<file path="config.mk">
export PLATFORM = sky130hd
export DESIGN_NAME = wmwf_div
export DESIGN_NICKNAME = d
export VERILOG_FILES = /design/src/sv/wmwf_pkg.sv /design/src/sv/wmwf_div.sv
export SDC_FILE = /design/constraint.sdc
export NUM_CORES = 1
export LEC_CHECK = 0
export BUFFER_PORTS_ARGS = -buffer_cell sky130_fd_sc_hd__buf_2
export CAP_MARGIN = 10
export CORE_ASPECT_RATIO = 1.2
export CORE_MARGIN = 5
export CORE_UTILIZATION = 50
export CTS_CLUSTER_DIAMETER = 50
export DETAILED_ROUTE_END_ITERATION = 8
export GPL_TIMING_DRIVEN = 0
export PLACE_DENSITY = 0.75
export SLEW_MARGIN = 20
export SYNTH_ARGS = -nofsm -noshare
export SYNTH_HDL_FRONTEND = slang
export SYNTH_SLANG_ARGS = --single-unit
export TNS_END_PERCENT = 50
</file>
<file path="constraint.sdc">
create_clock -name clk_i -period 7.2 [get_ports clk_i]
set_clock_uncertainty 0.05 [all_clocks]
set_input_delay 0.72 -clock clk_i [delete_from_list [all_inputs] [get_ports clk_i]]
set_output_delay 0.72 -clock clk_i [all_outputs]
set_load 0.005 [all_outputs]
</file>
<file path="src/sv/wmwf_pkg.sv">
// Package for the weighted min-window filter: widths, codes and states.
// Used by wmwf_div and weighted_min_window_filter_top; depends on nothing.
`default_nettype none
package wmwf_pkg;
  localparam int unsigned MaxWidth  = 256;
  localparam int unsigned MaxHeight = 256;
  localparam int unsigned MaxRadius = 7;
  localparam int unsigned ColW = 24;
  localparam int unsigned WgtW = 16;
  localparam int unsigned NrmW = ColW + 12;
  localparam int unsigned DimW = 9;

  typedef enum logic {
    CmdStore = 1'b0,
    CmdQuery = 1'b1
  } cmd_e;

  typedef enum logic [1:0] {
    RegRadius = 2'd0,
    RegWidth  = 2'd1,
    RegHeight = 2'd2
  } reg_e;

  typedef enum logic [3:0] {
    StIdle,
    StCenter,
    StCenterWait,
    StNbrAddr,
    StNbrWait,
    StDivStart,
    StDivRun,
    StNext,
    StMul,
    StMulWait,
    StDone
  } state_e;
endpackage
`default_nettype wire

</file>
<file path="src/sv/wmwf_div.sv">
// Radix-2 restoring divider, one quotient bit per cycle.
// Uses wmwf_pkg for widths; zero divisor returns zero.
`default_nettype none
module wmwf_div (
  input  wire logic                        clk_i,
  input  wire logic                        rst_ni,
  input  wire logic                        start_i,
  input  wire logic [wmwf_pkg::NrmW-1:0]   dividend_i,
  input  wire logic [wmwf_pkg::WgtW-1:0]   divisor_i,
  output logic                             done_o,
  output logic [wmwf_pkg::NrmW-1:0]        quot_o
);
  localparam int unsigned N  = wmwf_pkg::NrmW;
  localparam int unsigned CW = $clog2(N + 1);

  logic [N-1:0]                quot_q, quot_d;
  logic [wmwf_pkg::WgtW:0]     rem_q, rem_d;
  logic [wmwf_pkg::WgtW-1:0]   dvs_q;
  logic [CW-1:0]               cnt_q, cnt_d;
  logic                        busy_q, busy_d, done_q, done_d;
  logic [wmwf_pkg::WgtW+1:0]   trial;

  always_comb begin
    quot_d = quot_q;
    rem_d  = rem_q;
    cnt_d  = cnt_q;
    busy_d = busy_q;
    done_d = 1'b0;
    trial  = '0;
    if (start_i) begin
      quot_d = dividend_i;
      rem_d  = '0;
      cnt_d  = CW'(N);
      busy_d = (divisor_i != '0);
      done_d = (divisor_i == '0);
      if (divisor_i == '0) quot_d = '0;
    end else if (busy_q) begin
      trial = {rem_q, quot_q[N-1]} - {2'b00, dvs_q};
      if (!trial[wmwf_pkg::WgtW+1]) begin
        rem_d  = trial[wmwf_pkg::WgtW:0];
        quot_d = {quot_q[N-2:0], 1'b1};
      end else begin
        rem_d  = {rem_q[wmwf_pkg::WgtW-1:0], quot_q[N-1]};
        quot_d = {quot_q[N-2:0], 1'b0};
      end
      cnt_d = cnt_q - 1'b1;
      if (cnt_q == CW'(1)) begin
        busy_d = 1'b0;
        done_d = 1'b1;
      end
    end
  end

  always_ff @(posedge clk_i or negedge rst_ni) begin
    if (!rst_ni) begin
      busy_q <= 1'b0;
      done_q <= 1'b0;
      cnt_q  <= '0;
    end else begin
      busy_q <= busy_d;
      done_q <= done_d;
      cnt_q  <= cnt_d;
    end
  end

  always_ff @(posedge clk_i) begin
    quot_q <= quot_d;
    rem_q  <= rem_d;
    if (start_i) dvs_q <= divisor_i;
  end

  assign done_o = done_q;
  assign quot_o = quot_q;

`ifndef SYNTHESIS
  a_done_idle: assert property (@(posedge clk_i) disable iff (!rst_ni)
    done_q |-> !busy_q) else $error("divider done while busy");
  a_start_clears: assert property (@(posedge clk_i) disable iff (!rst_ni)
    (start_i && divisor_i != '0) |=> busy_q) else $error("divider not started");
  a_zero_div: assert property (@(posedge clk_i) disable iff (!rst_ni)
    (start_i && divisor_i == '0) |=> (done_q && quot_q == '0))
    else $error("zero divisor not zero");
`endif
endmodule
`default_nettype wire

</file>
After elaboration in Yosys (flattened, before gate mapping)

Index checks and enable logic that the tools add are counted.

Bits in registers: 77
Bits in latches: 0
Bits in writable memories: 0
ROM bits: 0
Bits of input ports: 55
Output and inout port bits: 37
Word-level logic and storage cells: 25
Memories: 0

$add $sub $neg: 2
Multiply operators: 0
Div/mod/pow operators: 0
$lt $le $gt $ge: 0
Equal/unequal tests: 1
Shift-type cells: 0
Muxes and demuxes: 13
Bitwise logic cells: 0
Reduce and logical (&&, ||, !) cells: 3

Operators with widths:

| cell                                                                  | count |
|---|---|
| 36-bit 2-to-1 mux                                                     | 3 |
| 18-bit by 16-bit subtractor with 18-bit output                        | 1 |
| 17-bit 2-to-1 mux                                                     | 1 |
| 16-bit zero test                                                      | 1 |
| 16-bit nonzero test                                                   | 1 |
| 6-bit 2-to-1 mux                                                      | 2 |
| 1-bit 2-to-1 mux                                                      | 7 |
| 6-bit by 1-bit equality test with 1-bit output, second input constant | 1 |
| 6-bit by 1-bit subtractor with 6-bit output, second input constant    | 1 |
| 2-bit nonzero test                                                    | 1 |

Logic depth before layout (Yosys ltp)

Word-level depth: 4
Mapped depth: 11
Gate-level depth less buffers: 11

Worst setup path before layout

OpenSTA, ideal clock, no wires.

Path type: reg2reg
From: reg quot_q[35], in the netlist quot_o[35]
To: reg rem_q[16] in the netlist's numbering
Setup time: 0.074 ns
Data arrival time: 2.449 ns
Data required time: 7.076 ns
Setup slack: 4.627 ns
Stages on the path, launching flop included: 12
Path buffers: 0
Clock period less this slack: 2.573 ns
Path through: edfxtp_1 inv_1 ha_1 fa_1 nor2b_1 o2111ai_1 nand4b_1 a41oi_1 nor3b_1 a211oi_1 mux2_2 a31oi_1

Word-level cells in the longest chain between the ends: 2

Ends and longest elaborated chain:

| what                                           | line           | text |
|---|---|---|
| start: declaration                             | wmwf_div.sv:16 | `logic [N-1:0] quot_q, quot_d;` |
| start signal: assignment                       | wmwf_div.sv:67 | `quot_q <= quot_d;` |
| 18-bit by 16-bit subtractor with 18-bit output | wmwf_div.sv:38 | `trial = {rem_q, quot_q[N-1]} - {2'b00, dvs_q};` |
| 17-bit 2-to-1 mux                              | wmwf_div.sv:39 | `if (!trial[wmwf_pkg::WgtW+1]) begin` |
| end signal: assignment                         | wmwf_div.sv:68 | `rem_q <= rem_d;` |
| end: declaration                               | wmwf_div.sv:17 | `logic [wmwf_pkg::WgtW:0] rem_q, rem_d;` |

Every way passes these cells.
A chain may end at the register's enable or synchronous reset.

Worst setup path after layout

Same ends and word-level chain as after synthesis.

==> results.md <==
- Clock buffer depth: 2
- Reg-to-reg startpoint: quot_o[35]$_DFFE_PP_
- First-pass GRT wire length: 14600 µm
- CP required: about 7.4 ns
- Clock transition at the registers of the reported paths: about 0.08 ns
- Final period util: 0.423
- # port buffers: between 90 and 100
- Async set-or-reset flop fraction in the synthesized netlist: 0.104
- Setup WS pre-CTS: approximately 4.2 ns
- Largest net degree at the start of global routing: 37
- Clock tree root buffer cell: clkbuf_8
- Post-synth top area cell: edfxtp_1
- Layout cells sized above 1: 0.271
- Vias in the first global route: 3127
- Via count: roughly 3000
- GRT Total Usage: 0.187
- Leakage: 0.00211 µW
- Avg WL per Cell: 16.3 µm
- Cts hold-fix bufs: 0
- Via-to-Cell Ratio: ~5.6
- Post-route setup TNS: 0 ns
- Fin cells: about 540
- Post-CTS Setup Bufs: 0
- Placed cell count: 524
- Final Max Slew Viols: 0
- Post-route setup slack: a little over 4 ns
- Slowest stage delay, CP: 0.47 ns
- Slew Limit Headroom: 0.508
- P_sw: 408 µW
- Outcome: finished, final reports clean
- Max_cap viols: 0
- Capture point of the worst reg-to-reg path: rem_q[16]$_SDFFE_PP0P_
- Unrepaired setup endpoints after global routing: false
- Crit-path max FO: 4
- Die X: 90.9 µm
- Finished layout cell area: 4680 µm²
- Critical path endpoint category: register
- Max VDD drop: around 200 µV
- Drt drc: 0
- Total power: ~1300 µW
- CP arrival: 3.26 ns
- Switching share of power: 0.317
- WL final: 8790 µm
- CTS tree: built
- Type of the worst setup path: reg2reg
- Core area: 7660 µm²
- CP Cell Sequence: inv_1 > ha_1 > fa_1 > nor2b_1 > o2111ai_1 > nand4b_1 > a41oi_1 > nor3b_1 > a211oi_1 > mux2_2 > a31oi_1
- Crit path max-delay family: compound AO/OA/AOI/OAI gates
- Synth top cells by count: edfxtp_1, a22o_1, inv_1
- Clock power share: 0.247
- Synth Flop Type: edfxtp_1
- Reg2reg path depth: 11
- Io pins: 92
- Worst setup SP type: register
- Post-DP HPWL: 6700 µm
- Area grow syn2layout: 19.3%
- Pwr dens: 276 nW/µm²
- Post-synth top area share: 0.398
- Sequential area share after synthesis: 0.536
- Mapped Nets: 415
- Total CTS buffers: 9
- First DRT Iteration DRCs: around 160
- Buf/Inv on CP: 1
- Synth top area cells: edfxtp_1, dfxtp_1, a22o_1
- Post-DRT Antenna Nets: 0
- Internal: around 880 µW
- Number of antenna diodes: 0
- Slowest CP cell: a41oi_1
- Most frequent cell after synthesis: edfxtp_1
- Cells after synthesis: 341
- Post-CTS resize count: 0
- Final setup violation count: 0
- Count of cell types in the netlist: 52
- Count of final hold-check violations: 0
- Syn Std Cell Area: 3920 µm²
- DP Area: 4490 µm²
- H-tree levels: 3
- Synth Area per Inst: 11.5 µm²
- Die area: just under 10000 µm²
- Gp weighted congestion: 0.915
- Slew @ Worst Pin: 0.736 ns
- Seq cells post-synth: 77
- R2r setup slk: 4.16 ns
- Pre-Repair DR Iteration Count: 5
- Flop pwr share: 0.448
- YS warnings: 0
- FMAX: 329 MHz
- Initial antenna violation count: 0
- Worst min-delay path class: in2async
- Die height: 107 µm
- Post-synth EDFFs: 52
- Tmin final: around 3.0 ns
- FP Rows: 35
- CTS sink count: 77
- Comb pwr share: 0.305
- Gr ovfl total: 0
- Nets: 517
- Starting Density: 0.512
- Worst-Skew Late Latency: between 0.3 and 0.4 ns
-- how the worst max path moves through the flow --
stage | start | endpoint | slack, ns | cells after the start
6_report | quot_o[35]$_DFFE_PP_ | rem_q[16]$_SDFFE_PP0P_ | 4.16 | 11
5_1_grt | quot_o[35]$_DFFE_PP_ | rem_q[16]$_SDFFE_PP0P_ | 4.00 | 11
4_1_cts | quot_o[35]$_DFFE_PP_ | rem_q[16]$_SDFFE_PP0P_ | 4.23 | 11
3_5_place_dp | quot_o[35]$_DFFE_PP_ | rem_q[16]$_SDFFE_PP0P_ | 4.23 | 11
3_3_place_gp | start_i | quot_o[9]$_DFFE_PP_ | 3.98 | 4
2_1_floorplan | quot_o[35]$_DFFE_PP_ | rem_q[16]$_SDFFE_PP0P_ | 4.63 | 11
-- kinds of logic after synthesis --
group | after synthesis | share of synthesized area
multiplexers | 14 | 0.0364
XOR/XNOR | 19 | 0.0443
AND/OR/NAND/NOR | 77 | 0.0928
AO/OA/AOI/OAI | 93 | 0.184
flip-flops | 77 | 0.536
adder cells (fa/ha/maj) | 19 | 0.0625
buffers and inverters | 42 | 0.0440
-- cell type report --
| cell class | count | area, µm² |
|---|---|---|
| fillers | 600 | 2980 |
| well taps | 92 | 115 |
| clock inverters | 6 | 63.8 |
| flip-flops and latches | 77 | 2100 |
| repair buffers | 91 | 455 |
| inverters | 26 | 97.6 |
| plain buffers | 16 | 75.1 |
| multi-input cells | 222 | 1650 |
| clock buffers | 9 | 124 |
-- registers in the layout, summed over array words and instances (netlist names) --
register and cells:
dvs_q 16, busy_q 1, done_o 1, cnt_q 6
rem_q 17, quot_o 36
-- through the flow --
stage	hold WS (ns)	utilization
after floorplan	0.374	-
after global placement	0.417	0.586
final	0.152	0.611
after CTS	0.143	0.611
after global routing	0.142	0.611
after detailed placement	0.417	0.586
-- routing by layer --
metal,vias to the layer above,share of wire,GRT usage
met1,1445,0.43,0.228
met2,114,0.50,0.320
met4,0,0.013,0.0587
met3,12,0.064,0.0540
met5,-,0,0
li1,1474,-,-
-- power by group through the flow --
stage	Clock [µW]	Sequential [µW]	Combinational, µW
after floorplan	0	580	289
after global placement	0	586	385
after detailed placement	0	585	394
after CTS	324	578	395
after global routing	346	586	438
final	319	578	393
-- cell usage in the layout, fill, tap and decap left out, types with 6 or more instances in the layout --
cell and count:
nor2_1 24, ha_1 18, xnor2_1 11, o21ai_0 8, buf_2 91, clkbuf_1 11, xor2_1 7, nand2_1 22
a211oi_1 12, dfxtp_1 17, nor4_1 6, edfxtp_1 52, mux2i_1 12, a22o_1 35, dfrtp_1 8, clkbuf_8 9
inv_1 24, a21oi_1 10
(Power assumes the default switching activity.)
